<file path="src/assert_macros.svh">
// ----------------------------------------------------------------------------
// assert_macros.svh
// Shared concurrent assertion macros, clocked and reset-qualified.
// ----------------------------------------------------------------------------
`ifndef ASSERT_MACROS_SVH
`define ASSERT_MACROS_SVH

// condition must hold on every clock edge outside reset
`define ASSERT_ALWAYS(lbl, clk, rst, cond, msg) \
  lbl: assert property (@(posedge clk) disable iff (rst) (cond)) else $error(msg);

// same-cycle implication
`define ASSERT_IMPLIES(lbl, clk, rst, ante, cons, msg) \
  lbl: assert property (@(posedge clk) disable iff (rst) (ante) |-> (cons)) else $error(msg);

// next-cycle implication
`define ASSERT_NEXT(lbl, clk, rst, ante, cons, msg) \
  lbl: assert property (@(posedge clk) disable iff (rst) (ante) |=> (cons)) else $error(msg);

`endif

</file>
<file path="src/btdb_pkg.sv">
// ----------------------------------------------------------------------------
// btdb_pkg
// Types and constants of the bulk transfer descriptor builder.
// ----------------------------------------------------------------------------
package btdb_pkg;

  localparam int MP_W   = 11;
  localparam int TLEN_W = 15;
  localparam int TDS_W  = 5;
  localparam int ADDR_W = 32;

  localparam logic [MP_W-1:0]  DEFAULT_PACKET = 11'd512;
  localparam logic [TDS_W-1:0] TDS_CAP        = 5'd31;

  localparam logic OP_BEGIN = 1'b0;
  localparam logic OP_CHUNK = 1'b1;

  localparam logic KIND_NORMAL = 1'b0;
  localparam logic KIND_EVENT  = 1'b1;

  localparam logic [1:0] STATUS_OK         = 2'd0;
  localparam logic [1:0] STATUS_TOO_LONG   = 2'd1;
  localparam logic [1:0] STATUS_UNEXPECTED = 2'd2;

  typedef enum logic [2:0] {
    ST_IDLE,
    ST_DIV_BEGIN,
    ST_DIV_CHUNK,
    ST_NORMAL,
    ST_EMPTY,
    ST_EVENT,
    ST_ERROR
  } state_t;

  typedef struct packed {
    logic [1:0]        status;
    logic              kind;
    logic [ADDR_W-1:0] addr;
    logic [TLEN_W-1:0] tlen;
    logic [TDS_W-1:0]  tds;
    logic              chain;
    logic              ioc;
    logic              last;
  } desc_t;

endpackage

</file>
<file path="src/btdb_div.sv">
// ----------------------------------------------------------------------------
// btdb_div
// Bit-serial restoring divider, one quotient bit per cycle.
// ----------------------------------------------------------------------------
module btdb_div #(
  parameter int DW = 23
) (
  input  logic                      clk,
  input  logic                      rst,
  input  logic                      start,
  input  logic [DW-1:0]             dividend,
  input  logic [btdb_pkg::MP_W-1:0] divisor,
  output logic                      done,
  output logic [DW-1:0]             quotient,
  output logic [btdb_pkg::MP_W-1:0] remainder
);

  localparam int CNT_W = $clog2(DW + 1);

  logic [DW-1:0]             quo;
  logic [btdb_pkg::MP_W-1:0] rem;
  logic [btdb_pkg::MP_W-1:0] dvs;
  logic [CNT_W-1:0]          cnt;
  logic                      running;

  logic [btdb_pkg::MP_W:0]   trial;
  logic [btdb_pkg::MP_W:0]   diff;
  logic                      ge;
  logic [btdb_pkg::MP_W-1:0] rem_next;

  always_comb begin
    trial    = {rem, quo[DW-1]};
    diff     = trial - {1'b0, dvs};
    ge       = (trial >= {1'b0, dvs});
    rem_next = ge ? diff[btdb_pkg::MP_W-1:0] : trial[btdb_pkg::MP_W-1:0];
  end

  always_ff @(posedge clk) begin
    if (rst) begin
      running <= 1'b0;
      done    <= 1'b0;
      cnt     <= '0;
    end else begin
      done <= running && (cnt == CNT_W'(1));
      if (start) begin
        running <= 1'b1;
        cnt     <= CNT_W'(DW);
      end else if (running) begin
        cnt <= cnt - CNT_W'(1);
        if (cnt == CNT_W'(1)) begin
          running <= 1'b0;
        end
      end
    end
  end

  always_ff @(posedge clk) begin
    if (start) begin
      quo <= dividend;
      rem <= '0;
      dvs <= divisor;
    end else if (running) begin
      quo <= {quo[DW-2:0], ge};
      rem <= rem_next;
    end
  end

  assign quotient  = quo;
  assign remainder = rem;

endmodule

</file>
<file path="src/btdb_out.sv">
// ----------------------------------------------------------------------------
// btdb_out
// Output register for descriptors; frees itself when the sink takes one.
// ----------------------------------------------------------------------------
module btdb_out (
  input  logic             clk,
  input  logic             rst,
  input  logic             load,
  input  btdb_pkg::desc_t  desc_in,
  output logic             free,
  output logic             valid,
  input  logic             ready,
  output btdb_pkg::desc_t  desc_out
);

  assign free = !valid || ready;

  always_ff @(posedge clk) begin
    if (rst) begin
      valid <= 1'b0;
    end else if (free) begin
      valid <= load;
    end
  end

  always_ff @(posedge clk) begin
    if (load && free) begin
      desc_out <= desc_in;
    end
  end

endmodule

</file>
<file path="src/bulk_transfer_descriptor_builder_unit.sv">
// ----------------------------------------------------------------------------
// bulk_transfer_descriptor_builder_unit
// Builds chained normal, empty and closing event data descriptors, or an error descriptor, for bulk requests.
// ----------------------------------------------------------------------------
//  channel  dir  tuser            tlast        tdata
//  s_axis   in   opcode           -            length..chunk_address (112 b)
//  m_axis   out  descriptor_kind  last         status..ioc (56 b)
//
//  Begin: taken on acceptance, or, when the zero packet check runs, once the
//  serial divider (W = remaining-byte width) has finished. Chunk: a divide for
//  the TD size, then each result goes to the output register as it frees.
//  The bit-serial divider produces one quotient bit a cycle.
//  Reset is synchronous; no memory, no clearing pass. A stalled sink holds
//  the block in its emit states; no request is taken until the last result
//  is in the output register.
// ----------------------------------------------------------------------------
`include "assert_macros.svh"

module bulk_transfer_descriptor_builder_unit #(
  parameter int CHUNK_BYTES = 20480,
  parameter int MAX_CHUNKS  = 252
) (
  input  logic         clk,
  input  logic         rst,
  input  logic         s_axis_tvalid,
  output logic         s_axis_tready,
  // length[31:0], max_packet[42:32], is_read[43], add_zero[44],
  // request_tag[76:45], chunk_address[108:77], zero pad
  input  logic [111:0] s_axis_tdata,
  // opcode
  input  logic         s_axis_tuser,
  output logic         m_axis_tvalid,
  input  logic         m_axis_tready,
  // status[1:0], buffer_address[33:2], transfer_length[48:34],
  // td_size[53:49], chain[54], interrupt_on_completion[55]
  output logic [55:0]  m_axis_tdata,
  // descriptor_kind
  output logic         m_axis_tuser,
  output logic         m_axis_tlast
);

  localparam int unsigned LIMIT_BYTES = MAX_CHUNKS * CHUNK_BYTES;
  localparam int W  = $clog2(LIMIT_BYTES + 1);
  localparam int CW = $clog2(CHUNK_BYTES + 1);

  // request fields
  logic                      in_op;
  logic [31:0]               in_len;
  logic [btdb_pkg::MP_W-1:0] in_mp;
  logic                      in_rd;
  logic                      in_az;
  logic [31:0]               in_tag;
  logic [31:0]               in_addr;

  assign in_op   = s_axis_tuser;
  assign in_len  = s_axis_tdata[31:0];
  assign in_mp   = s_axis_tdata[42:32];
  assign in_rd   = s_axis_tdata[43];
  assign in_az   = s_axis_tdata[44];
  assign in_tag  = s_axis_tdata[76:45];
  assign in_addr = s_axis_tdata[108:77];

  btdb_pkg::state_t state, state_next;

  logic                      busy;
  logic [W-1:0]              bytes_rem;
  logic [btdb_pkg::MP_W-1:0] packet_size;
  logic                      zlp_pending;
  logic [31:0]               saved_tag;
  logic [31:0]               chunk_addr;
  logic [CW-1:0]             chunk_len;
  logic [1:0]                err_code;

  logic                      accept;
  logic                      too_long;
  logic                      need_zlp_div;
  logic [btdb_pkg::MP_W-1:0] mp_eff;
  logic [CW-1:0]             take;
  logic [W-1:0]              rem_after;

  logic                      div_start;
  logic                      div_done;
  logic [W-1:0]              div_dividend;
  logic [btdb_pkg::MP_W-1:0] div_divisor;
  logic [W-1:0]              div_quo;
  logic [btdb_pkg::MP_W-1:0] div_rem;
  logic [btdb_pkg::TDS_W-1:0] tds;

  logic                      out_load;
  logic                      out_free;
  btdb_pkg::desc_t           out_desc;
  btdb_pkg::desc_t           m_desc;

  assign s_axis_tready = (state == btdb_pkg::ST_IDLE) && !rst;
  assign accept        = s_axis_tvalid && s_axis_tready;

  assign too_long     = in_len > 32'(LIMIT_BYTES);
  assign mp_eff       = (in_mp == '0) ? btdb_pkg::DEFAULT_PACKET : in_mp;
  assign need_zlp_div = (in_len != '0) && !in_rd && in_az;
  assign take         = (bytes_rem < W'(CHUNK_BYTES)) ? CW'(bytes_rem) : CW'(CHUNK_BYTES);
  assign rem_after    = bytes_rem - W'(take);

  // TD size = ceil(rem / mp), capped
  always_comb begin
    if (div_quo >= W'(btdb_pkg::TDS_CAP)) begin
      tds = btdb_pkg::TDS_CAP;
    end else begin
      tds = div_quo[btdb_pkg::TDS_W-1:0] +
            {{(btdb_pkg::TDS_W-1){1'b0}}, (div_rem != '0)};
    end
  end

  // divider launch
  always_comb begin
    div_start    = 1'b0;
    div_dividend = rem_after;
    div_divisor  = packet_size;
    if (accept) begin
      if (in_op == btdb_pkg::OP_BEGIN) begin
        div_start    = !too_long && need_zlp_div;
        div_dividend = in_len[W-1:0];
        div_divisor  = mp_eff;
      end else begin
        div_start = busy;
      end
    end
  end

  btdb_div #(
    .DW (W)
  ) u_div (
    .clk       (clk),
    .rst       (rst),
    .start     (div_start),
    .dividend  (div_dividend),
    .divisor   (div_divisor),
    .done      (div_done),
    .quotient  (div_quo),
    .remainder (div_rem)
  );

  // next state
  always_comb begin
    state_next = state;
    case (state)
      btdb_pkg::ST_IDLE: begin
        if (accept) begin
          if (in_op == btdb_pkg::OP_BEGIN) begin
            if (too_long) begin
              state_next = btdb_pkg::ST_ERROR;
            end else if (in_len == '0) begin
              state_next = btdb_pkg::ST_EMPTY;
            end else if (need_zlp_div) begin
              state_next = btdb_pkg::ST_DIV_BEGIN;
            end
          end else if (!busy) begin
            state_next = btdb_pkg::ST_ERROR;
          end else begin
            state_next = btdb_pkg::ST_DIV_CHUNK;
          end
        end
      end
      btdb_pkg::ST_DIV_BEGIN: begin
        if (div_done) state_next = btdb_pkg::ST_IDLE;
      end
      btdb_pkg::ST_DIV_CHUNK: begin
        if (div_done) state_next = btdb_pkg::ST_NORMAL;
      end
      btdb_pkg::ST_NORMAL: begin
        if (out_free) begin
          if (bytes_rem != '0) begin
            state_next = btdb_pkg::ST_IDLE;
          end else if (zlp_pending) begin
            state_next = btdb_pkg::ST_EMPTY;
          end else begin
            state_next = btdb_pkg::ST_EVENT;
          end
        end
      end
      btdb_pkg::ST_EMPTY: begin
        if (out_free) state_next = btdb_pkg::ST_EVENT;
      end
      btdb_pkg::ST_EVENT, btdb_pkg::ST_ERROR: begin
        if (out_free) state_next = btdb_pkg::ST_IDLE;
      end
      default: state_next = btdb_pkg::ST_IDLE;
    endcase
  end

  // result selection
  always_comb begin
    out_load       = 1'b0;
    out_desc       = '0;
    out_desc.status = btdb_pkg::STATUS_OK;
    out_desc.kind   = btdb_pkg::KIND_NORMAL;
    case (state)
      btdb_pkg::ST_NORMAL: begin
        out_load       = 1'b1;
        out_desc.addr  = chunk_addr;
        out_desc.tlen  = btdb_pkg::TLEN_W'(chunk_len);
        out_desc.tds   = tds;
        out_desc.chain = 1'b1;
        out_desc.last  = (bytes_rem != '0);
      end
      btdb_pkg::ST_EMPTY: begin
        out_load       = 1'b1;
        out_desc.chain = 1'b1;
      end
      btdb_pkg::ST_EVENT: begin
        out_load      = 1'b1;
        out_desc.kind = btdb_pkg::KIND_EVENT;
        out_desc.addr = saved_tag;
        out_desc.ioc  = 1'b1;
        out_desc.last = 1'b1;
      end
      btdb_pkg::ST_ERROR: begin
        out_load        = 1'b1;
        out_desc.status = err_code;
        out_desc.last   = 1'b1;
      end
      default: out_load = 1'b0;
    endcase
  end

  always_ff @(posedge clk) begin
    if (rst) begin
      state       <= btdb_pkg::ST_IDLE;
      busy        <= 1'b0;
      zlp_pending <= 1'b0;
      packet_size <= btdb_pkg::DEFAULT_PACKET;
    end else begin
      state <= state_next;
      if (accept && (in_op == btdb_pkg::OP_BEGIN)) begin
        busy        <= !too_long && (in_len != '0);
        zlp_pending <= 1'b0;
        if (!too_long) packet_size <= mp_eff;
      end
      if ((state == btdb_pkg::ST_DIV_BEGIN) && div_done) begin
        zlp_pending <= (div_rem == '0);
      end
      if ((state == btdb_pkg::ST_NORMAL) && out_free && (bytes_rem == '0)) begin
        busy <= 1'b0;
      end
      if ((state == btdb_pkg::ST_EVENT) && out_free) begin
        zlp_pending <= 1'b0;
      end
    end
  end

  always_ff @(posedge clk) begin
    if (accept) begin
      if (in_op == btdb_pkg::OP_BEGIN) begin
        err_code <= btdb_pkg::STATUS_TOO_LONG;
        if (!too_long) begin
          saved_tag <= in_tag;
          bytes_rem <= in_len[W-1:0];
        end
      end else if (!busy) begin
        err_code <= btdb_pkg::STATUS_UNEXPECTED;
      end else begin
        chunk_addr <= in_addr;
        chunk_len  <= take;
        bytes_rem  <= rem_after;
      end
    end
  end

  btdb_out u_out (
    .clk      (clk),
    .rst      (rst),
    .load     (out_load),
    .desc_in  (out_desc),
    .free     (out_free),
    .valid    (m_axis_tvalid),
    .ready    (m_axis_tready),
    .desc_out (m_desc)
  );

  assign m_axis_tdata = {m_desc.ioc, m_desc.chain, m_desc.tds, m_desc.tlen,
                         m_desc.addr, m_desc.status};
  assign m_axis_tuser = m_desc.kind;
  assign m_axis_tlast = m_desc.last;

  `ASSERT_IMPLIES(a_div_done_in_div, clk, rst, div_done,
    (state == btdb_pkg::ST_DIV_BEGIN) || (state == btdb_pkg::ST_DIV_CHUNK),
    "divider finished outside a divide state")
  `ASSERT_IMPLIES(a_event_is_last, clk, rst, m_axis_tvalid && m_axis_tuser,
    m_axis_tlast && m_axis_tdata[55] && !m_axis_tdata[54], "malformed event descriptor")
  `ASSERT_NEXT(a_event_clears_busy, clk, rst,
    (state == btdb_pkg::ST_EVENT) && out_free, !busy && !zlp_pending,
    "request still open after event descriptor")
  `ASSERT_IMPLIES(a_chunk_needs_busy, clk, rst,
    (state == btdb_pkg::ST_DIV_CHUNK) || (state == btdb_pkg::ST_NORMAL), busy,
    "chunk descriptor built without an open request")

endmodule
</file>
<file path="config.mk">
export PLATFORM = sky130hd
export DESIGN_NAME = bulk_transfer_descriptor_builder_unit
export DESIGN_NICKNAME = d
export VERILOG_FILES = /design/src/btdb_pkg.sv /design/src/btdb_div.sv /design/src/btdb_out.sv /design/src/bulk_transfer_descriptor_builder_unit.sv
export VERILOG_INCLUDE_DIRS = /design/src /design/src/src
export SDC_FILE = /design/constraint.sdc
export NUM_CORES = 1
export LEC_CHECK = 0
export BUFFER_PORTS_ARGS = -buffer_cell sky130_fd_sc_hd__buf_2
export CAP_MARGIN = 20
export CORE_MARGIN = 10
export CORE_UTILIZATION = 35
export DETAILED_ROUTE_END_ITERATION = 6
export GPL_ROUTABILITY_DRIVEN = 0
export PLACE_DENSITY = 0.63
export SYNTH_ARGS = -nofsm -noshare
export SYNTH_HDL_FRONTEND = slang
export SYNTH_SLANG_ARGS = --single-unit
</file>
<file path="constraint.sdc">
create_clock -name clk -period 6.09 [get_ports clk]
set_input_delay 0.609 -clock clk [delete_from_list [all_inputs] [get_ports clk]]
set_output_delay 0.609 -clock clk [all_outputs]
set_load 0.02 [all_outputs]
</file>
* Word level (Yosys, flattened, before mapping)
Cells that the tools add are included.
** Storage, ports and cells
- Register bits after elaboration :: 230
- Latch bits :: 0
- Bits in writable memories :: 0
- ROM bits :: 0
- Bits of input ports :: 117
- Output and inout bits :: 60
- Memories kept :: 0
** Operators by class
- $add $sub $neg :: 4
- $mul :: 0
- Divide/modulo/power cells :: 0
- Order comparisons :: 4
- Eq/ne operators :: 17
- Shift operators :: 0
- Multiplexer cells :: 42
- Bitwise operators :: 2
- Reductions and logical operators :: 40
** Operators by type and width (number)
- two-way mux 23 bit :: 7
- one-hot mux 32 bit (2 select lines) :: 1
- two-way mux 11 bit :: 4
- two-way mux 3 bit :: 12
- greater-than comparator 32 x 23 -> 1 bit (second input constant) :: 1
- logical NOT 32 bit :: 1
- nonzero test 32 bit :: 1
- >= comparator 23 x 5 -> 1 bit (second input constant) :: 1
- logical NOT 23 bit :: 1
- < comparator 23 x 15 -> 1 bit (second input constant) :: 1
- nonzero test 23 bit :: 1
- subtractor 23 x 15 -> 23 bit :: 1
- logical NOT 11 bit :: 2
- one-hot mux 3 bit (6 select lines) :: 1
- two-way mux 15 bit :: 1
- two-way mux 5 bit :: 3
- logical AND 1 bit :: 13
- >= comparator 12 x 11 -> 1 bit :: 1
- two-way mux 1 bit :: 11
- nonzero test 11 bit :: 1
- subtractor 11 bit :: 1
- != test 2 bit (second input constant) :: 5
- OR reduction 2 bit :: 5
- equality test 3 bit (second input constant) :: 3
- 18 further kinds :: 30

* Logic depth before layout (Yosys ltp)
Gate-level depths: netlist of run 1.
- Depth in word-level cells :: 9
- Depth in mapped cells :: 12
- Depth with buffers taken out :: 10

* Cells and area by module
From an unflattened synthesis of run 1, not the netlist that was laid out.
** Second synthesis, totals
- Cell total of the unflattened synthesis :: 869
- Area total of the unflattened synthesis :: 10606.4 µm²
** Modules (own cells, without submodules)
- bulk_transfer_descriptor_builder_unit :: times used 1, cells an instance 574, area each 6077.1 µm², sequential area each 3443.3 µm²
- btdb_div :: times used 1, cells an instance 232, area each 2732.6 µm², sequential area each 1381.3 µm²
- btdb_out :: times used 1, cells an instance 63, area each 1796.7 µm², sequential area each 1761.7 µm²

* Worst setup path after synthesis of run 1
OpenSTA, ideal clock, no wires.
- Kind :: in2reg
- Start :: in rst
- End :: reg u_div.quo[0], in the netlist u_div.quotient[0] (enable)
- Data arrival time :: 4.851 ns
- Data required time :: 5.735 ns
- Slack :: 0.884 ns
- Stages on the path :: 7
- Buffers on the path :: 2
- Path through :: clkbuf_1 -> nor4_1 -> nand2_1 -> nor2_1 -> a41o_2 -> buf_6 -> or2_2
** On the way
- Cells in the longest elaborated chain, start to end :: 5
** Ends and longest elaborated chain
- start: declaration :: line bulk_transfer_descriptor_builder_unit.sv:24 : input logic rst,
- logical NOT 1 bit :: line bulk_transfer_descriptor_builder_unit.sv:94 : assign s_axis_tready = (state == btdb_pkg::ST_IDLE) && !rst;
- logical AND 1 bit :: line bulk_transfer_descriptor_builder_unit.sv:94
- net s_axis_tready :: line bulk_transfer_descriptor_builder_unit.sv:26 : output logic s_axis_tready,
- logical AND 1 bit :: line bulk_transfer_descriptor_builder_unit.sv:95 : assign accept = s_axis_tvalid && s_axis_tready;
- two-way mux 1 bit :: line bulk_transfer_descriptor_builder_unit.sv:118 : if (accept) begin
- nonzero test 2 bit (no source line)
- end signal: assignment :: line btdb_div.sv:59 : quo <= dividend;
- end signal: assignment :: line btdb_div.sv:63 : quo <= {quo[DW-2:0], ge};
- end: declaration :: line btdb_div.sv:20 : logic [DW-1:0] quo;
The timed path passes the listed nets, and every way through them passes these cells.
A chain may end at the register's enable or synchronous reset.

* Worst setup path in the final report of run 1
- Start :: reg bytes_rem[15]
- End :: reg u_div.quo[20], in the netlist u_div.quotient[20], data pin
** On the way
- Cells in the longest elaborated chain, start to end :: 6
** Ends and longest elaborated chain
- start: declaration :: line bulk_transfer_descriptor_builder_unit.sv:66 : logic [W-1:0] bytes_rem;
- start signal: assignment :: line bulk_transfer_descriptor_builder_unit.sv:256 : bytes_rem <= in_len[W-1:0];
- start signal: assignment :: line bulk_transfer_descriptor_builder_unit.sv:263 : bytes_rem <= rem_after;
- < comparator 23 x 15 -> 1 bit :: line bulk_transfer_descriptor_builder_unit.sv:100 : assign take = (bytes_rem < W'(CHUNK_BYTES)) ? CW'(bytes_rem) : CW'(CHUNK_BYTES);
- two-way mux 15 bit :: line bulk_transfer_descriptor_builder_unit.sv:100
- subtractor 23 x 15 -> 23 bit * :: line bulk_transfer_descriptor_builder_unit.sv:101 : assign rem_after = bytes_rem - W'(take);
- two-way mux 23 bit :: line bulk_transfer_descriptor_builder_unit.sv:119 : if (in_op == btdb_pkg::OP_BEGIN) begin
- two-way mux 23 bit * :: line bulk_transfer_descriptor_builder_unit.sv:118
- two-way mux 23 bit * :: line btdb_div.sv:58 : if (start) begin
Mark *: on every way between the ends. The rest lies on a longest branch, timed or not.

==> results.toml, run 1 <==
[clocking]
hold_buffers = 0
cts_buffer_depth = 3
htreeDepth = 1
cts_sinks = 230
clk_pin_slew_ns = 0.06
insertion_delay_ns = 0.52
cts_resized = 0
cts-root-buf = "clkbuf_16"
cts_tree = "built"
cts_setup_buffers = 0
cts_made_buffers = 25

[drt]
drtIter0Drc = 388
wl_per_cell_um = 17.99
ant_nets = 0
route.detailed.drc = 0
num_vias = 6929
drtPass1Iterations = 5
vias_per_cell = 5.025
routed_wl_um = 24810

[synthesis]
synth_ff_type = "edfxtp_1"
synth.largest_area_cell = "edfxtp_1"
avgSynthCellArea_sq_um = 12.58
syn_area_sq_mm = 0.01015
yosysTopAreaCellShare_pct = 57.67
syn-num-nets = 941
ys_ff_latch = 230
yosysMostFrequentCell = "edfxtp_1"
synth_warnings = 0
synthCells = 807
yosysSeqAreaShare_pct = 64.57
synth_edf_count = 195
ys_types = 75
synth_area_leaders = "edfxtp_1, dfxtp_1, a22o_1"
synth_common_cells = "edfxtp_1, nor2_1, nand2_1"
async_flop_share_pct = 0

[sta]
setup_viol = 0
holdWs_ns = 0.2652
tightest_slew_ns = 1.001
fin_tns_setup_ns = 0
rsz0062_at_grt = "no"
slew_headroom_pct = 33.05
hold_viol = 0
slew_viol_final = 0
post-route-period-util_pct = 63.51
timing.fmax_ghz = 0.2586
skew_ns = 0.007679
min_period_ns = 3.868

[run]
max-cap-violations = 0

[critical_path]
slowest_stage = "nor4_1"
worstPathRequired_ns = 6.36
slowest_delay_ns = 0.73
cp-end-kind = "register"
crit_top_cell = "a21oi_1"
cp_max_fo = 18
path_cells = "nor4_1 > nand3_2 > nand2_1 > ha_1 > nor2_1 > a21oi_1 > a211oi_1 > xnor2_1 > a21oi_1 > mux2_2"
crit_type = "reg -> reg"
arrival_ns = 4.13
critPathLaunchType = "register"

[global_route]
antenna_found_initial = 1
grt_pass1_wl_um = 38210
grt_overflow_total = 0
grt.total_usage_pct = 13.06
grt_pass1_vias = 6806
grt_max_degree = 58

[status]
outcome = "finished, final reports clean"

[floorplan]
rows = 62
die_w_um = 190.3
die_area_sq_mm = 0.03622
die_h_um = 190.3
coreArea_sq_mm = 0.02870
ios = 177
initial_core_util_pct = 35.37

[place]
dp_hpwl_um = 17480
numPortBuffers = 173

[min_path]
holdCritPathClass = "in -> reg"

[layout]
nNetsFinal = 1110
antenna_cells = 0
drive_gt1_share_pct = 26.03
fin_util_pct = 42.31
syn_to_final_growth_pct = 19.61

[power_and_ir_drop]
total_leakage_power_nw = 4.684
ir_worst_vdd_v = 0.0002205
cellPowerDensity_mw_per_mm2 = 324.8
## metal layers
metal,routed length (um),GRT usage [%]
met1,11570,17.89
met2,10890,20.25
met3,1768,3.146
met4,565,3.483
met5,20,0
## through the flow
step                      power [W]  std cells  cell area (sq um)  worst slack [ns]
after global routing       0.004113       1379              12140             1.748
after detailed placement   0.002559       1333              11370             2.139
after floorplan            0.002320        807              10150            0.8836
final                      0.003945       1379              12140             2.222
after global placement     0.002552       1333              11370             2.157
after CTS                  0.004002       1379              12140             2.263
## cell usage in the layout (no fill, tap or decap), types with 4 or more instances in the layout
cell / Yosys / layout
edfxtp_1: 195 / 195
buf_2: 1 / 173
nor2_1: 77 / 74
nand2_1: 64 / 64
inv_1: 36 / 36
dfxtp_1: 35 / 35
a22o_1: 34 / 34
a21oi_1: 34 / 33
nand3_1: 30 / 30
and2_1: 29 / 29
clkbuf_16: 0 / 25
o21ai_0: 24 / 24
nor4_1: 21 / 21
mux2_2: 20 / 20
mux2i_1: 17 / 17
ha_1: 16 / 16
nor3_1: 14 / 14
xnor2_1: 14 / 14
xor2_1: 11 / 11
a211oi_1: 10 / 10
a31oi_1: 10 / 10
clkbuf_1: 30 / 10
buf_4: 2 / 10
nand4_1: 7 / 7
o2111ai_1: 5 / 5
clkinv_1: 1 / 4
or2_2: 4 / 4
a311oi_1: 4 / 4
## power breakdown
| group | internal [W] | switching [W] |
|---|---|---|
| registers | 0.00187 | 0.0000519 |
| logic | 0.000182 | 0.000408 |
| clock network | 0.000838 | 0.000597 |
| total | 0.00289 | 0.00106 |
## cell type report
| class | count | area [sq um] |
|---|---|---|
| inverters | 37 | 138.9 |
| multi-input cells | 499 | 3256 |
| clock buffers | 38 | 704.4 |
| fillers | 2718 | 16560 |
| flip-flops and latches | 230 | 6556 |
| well taps | 384 | 480.5 |
| clock inverters | 8 | 67.56 |
| repair buffers | 183 | 940.9 |
## path summary, 6_finish.rpt
kind	slack [ns]	to	cells after the start	from
worst max-delay path	2.22	u_div.quotient[20]$_DFFE_PP_	10	bytes_rem[15]$_DFFE_PP_
worst min-delay path	0.27	chunk_addr[14]$_DFFE_PP_	1	s_axis_tdata[91]
worst min register to register	0.48	packet_size[9]$_SDFFE_PP1P_	1	packet_size[9]$_SDFFE_PP1P_
worst max register to register	2.22	u_div.quotient[20]$_DFFE_PP_	10	bytes_rem[15]$_DFFE_PP_
## critical path: cells and delay by family (launching register included)
| kind | cells | cell delay (ns) |
|---|---|---|
| adders and majority gates | 1 | 0.49 |
| xor gates and xnor gates | 1 | 0.16 |
| and+or+nand+nor | 4 | 1.59 |
| DFF | 1 | 0.48 |
| AOI/OAI and AO/OA | 3 | 0.58 |
| muxes | 1 | 0.31 |
## cells by family (layout without fill, tap and decap cells)
family	count (synthesis)	in the layout	synth area share, %
simple gates	271	271	13.15
flops	230	230	64.57
compound gates	148	148	10.40
buf+inv	78	266	3.623
mux	37	37	3.894
xor+xnor	25	25	2.157
fa+ha+maj	17	17	2.169
other cells	1	1	0.03693
## sequential cells by signal (all words and copies together), names as in the netlist
signal / count
u_out.valid: 1
u_div.done: 1
chunk_len: 15
chunk_addr: 32
u_div.running: 1
u_div.quotient: 23
u_div.cnt: 5
zlp_pending: 1
saved_tag: 32
u_out.desc_out: 57
u_div.remainder: 11
bytes_rem: 23
busy: 1
u_div.dvs: 11
packet_size: 11
state: 3
err_code: 2
Note: power is estimated with default switching activity, not from simulation.
==> run 2: changes to the inputs <==
==> constraint.sdc (replaced) <==
create_clock -name clk -period 3.6 [get_ports clk]
set_input_delay 0.36 -clock clk [delete_from_list [all_inputs] [get_ports clk]]
set_output_delay 0.36 -clock clk [all_outputs]
set_load 0.02 [all_outputs]
==> results.toml, run 2 (synthesis gave the netlist of run 1 again) <==
[drt]
routed_wl_um = 25180
wl_per_cell_um = 17.58
route.detailed.drc = 0
num_vias = 7068
drtIter0Drc = 425
drtPass1Iterations = 4
ant_nets = 0
vias_per_cell = 4.936

[status]
outcome = "finished, final reports clean"

[power_and_ir_drop]
p_clk_share_pct = 38.0
total_leakage_power_nw = 4.950
combPwrFrac_pct = 15.1
cellPowerDensity_mw_per_mm2 = 543.9
p_int_w = 0.005090
seqPwrFrac_pct = 47.0
switchingPower_w = 0.001833
fin_total_pwr_w = 0.006923
swShare_pct = 26.48
ir_worst_vdd_v = 0.0003111

[clocking]
cts_tree = "built"
htreeDepth = 1
clk_pin_slew_ns = 0.06
cts_buffer_depth = 3
cts_made_buffers = 27
cts_sinks = 230
cts-root-buf = "clkbuf_16"
insertion_delay_ns = 0.53
cts_setup_buffers = 0

[place]
dpl-instance-area_sq_mm = 0.01147
numPortBuffers = 173
place_ws_ns = 0.2774
dp_hpwl_um = 17540

[layout]
antenna_cells = 0
final_common_cell = "edfxtp_1"
layout_common_cells = "edfxtp_1, buf_2, nor2_1"
drive_gt1_share_pct = 26.43
reg_top3 = "u_out.desc_out x57, chunk_addr x32, saved_tag x32"
fin_util_pct = 44.35
nNetsFinal = 1162
largest_reg_flops = 57
syn_to_final_growth_pct = 25.36
max_flop_register = "u_out.desc_out"
final_area_sq_mm = 0.01273
fill_cells = 2654

[global_route]
grt_pass1_wl_um = 39270
grt_pass1_vias = 7100
grt_max_degree = 58
grt_overflow_total = 0
grt.total_usage_pct = 13.42
antenna_found_initial = 1

[critical_path]
critPathLaunchType = "register"
r2r-end = "u_div.quotient[20]$_DFFE_PP_"
cp-endpoint = "u_div.quotient[20]$_DFFE_PP_"
cp-end-kind = "register"
crit_type = "reg -> reg"
cp_max_fo = 5
rrSetupSlack_ns = 0.68
r2r_start = "bytes_rem[19]$_DFFE_PP_"
worstPathRequired_ns = 3.88
crit_start = "bytes_rem[19]$_DFFE_PP_"
arrival_ns = 3.20
r2r_cells = 10

[sta]
rsz0062_at_grt = "no"
min_period_ns = 2.916
hold_viol = 0
skew_ns = 0.02497
slew_headroom_pct = 36.57
fin_tns_setup_ns = 0
fin_ws_ns = 0.6840
timing.fmax_ghz = 0.3429
slew_viol_final = 0
setup_viol = 0
tightest_slew_ns = 0.9492
post-route-period-util_pct = 81.00

[floorplan]
die_h_um = 190.3
rows = 62
coreArea_sq_mm = 0.02870
initial_core_util_pct = 35.37
die_w_um = 190.3
die_area_sq_mm = 0.03622
ios = 177

[run]
max-cap-violations = 0

[min_path]
holdCritPathClass = "in -> reg"
[run 2: how the worst min path moves through the flow]
stage                                      startpoint  slack (ns)  depth (start not counted)                     endpoint
after global placement    packet_size[9]$_SDFFE_PP1P_        0.45                          1  packet_size[9]$_SDFFE_PP1P_
final                                s_axis_tdata[77]        0.03                          1      chunk_addr[0]$_DFFE_PP_
after global routing                 s_axis_tdata[79]       0.002                          1      chunk_addr[2]$_DFFE_PP_
after detailed placement  packet_size[9]$_SDFFE_PP1P_        0.45                          1  packet_size[9]$_SDFFE_PP1P_
after floorplan           packet_size[9]$_SDFFE_PP1P_        0.44                          1  packet_size[9]$_SDFFE_PP1P_
after CTS                            s_axis_tdata[89]      0.0008                          1     chunk_addr[12]$_DFFE_PP_
[run 2: repair_timing]
action                     CTS  global route
hold endpoints to repair    40             0
resized for setup            0             0
hold buffers                40             0
setup endpoints to repair    0             0
[run 2: area by class of cell]
class	instances	area, sq um	share of cell area (%)
multi-input combinational	499	3262	25.63
tap	384	480.5	3.775
clock buffer	31	690.7	5.426
inverter	37	138.9	1.091
timing repair buffer	233	1429	11.23
clock inverter	18	171.4	1.347
sequential	230	6556	51.51
[run 2: stage by stage]
stage / std cells / hold slack [ns]
2_1_floorplan: 807 / 0.4389
3_3_place_gp: 1343 / 0.4459
3_5_place_dp: 1343 / 0.4550
4_1_cts: 1432 / 0.0007947
5_1_grt: 1432 / 0.001664
6_report: 1432 / 0.02693
[run 2: power groups by stage]
stage	logic (W)	registers, W	clock network [W]
after global routing	0.00115	0.00328	0.00282
after floorplan	0.000434	0.00349	0
after CTS	0.00106	0.00325	0.00271
final	0.00104	0.00325	0.00263
after global placement	0.00102	0.00331	0
after detailed placement	0.00103	0.00331	0
[run 2: routing by layer]
layer	vias to the layer above	wire length (um)	GRT usage, %
met5	-	20	0
met4	2	409	3.392
met3	34	1928	3.072
met2	267	11020	20.78
met1	3301	11790	18.58
li1	3464	-	-
[run 2: worst max-delay path, stage by stage (launching register included)]
cell      delay, ns
edfxtp_1       0.46
nor4_1         0.56
nand3_2        0.17
nand2_1        0.11
ha_1           0.25
nor2_1         0.08
a21oi_1        0.33
a211oi_1       0.15
xnor2_1        0.17
a21oi_1        0.11
mux2_2         0.29
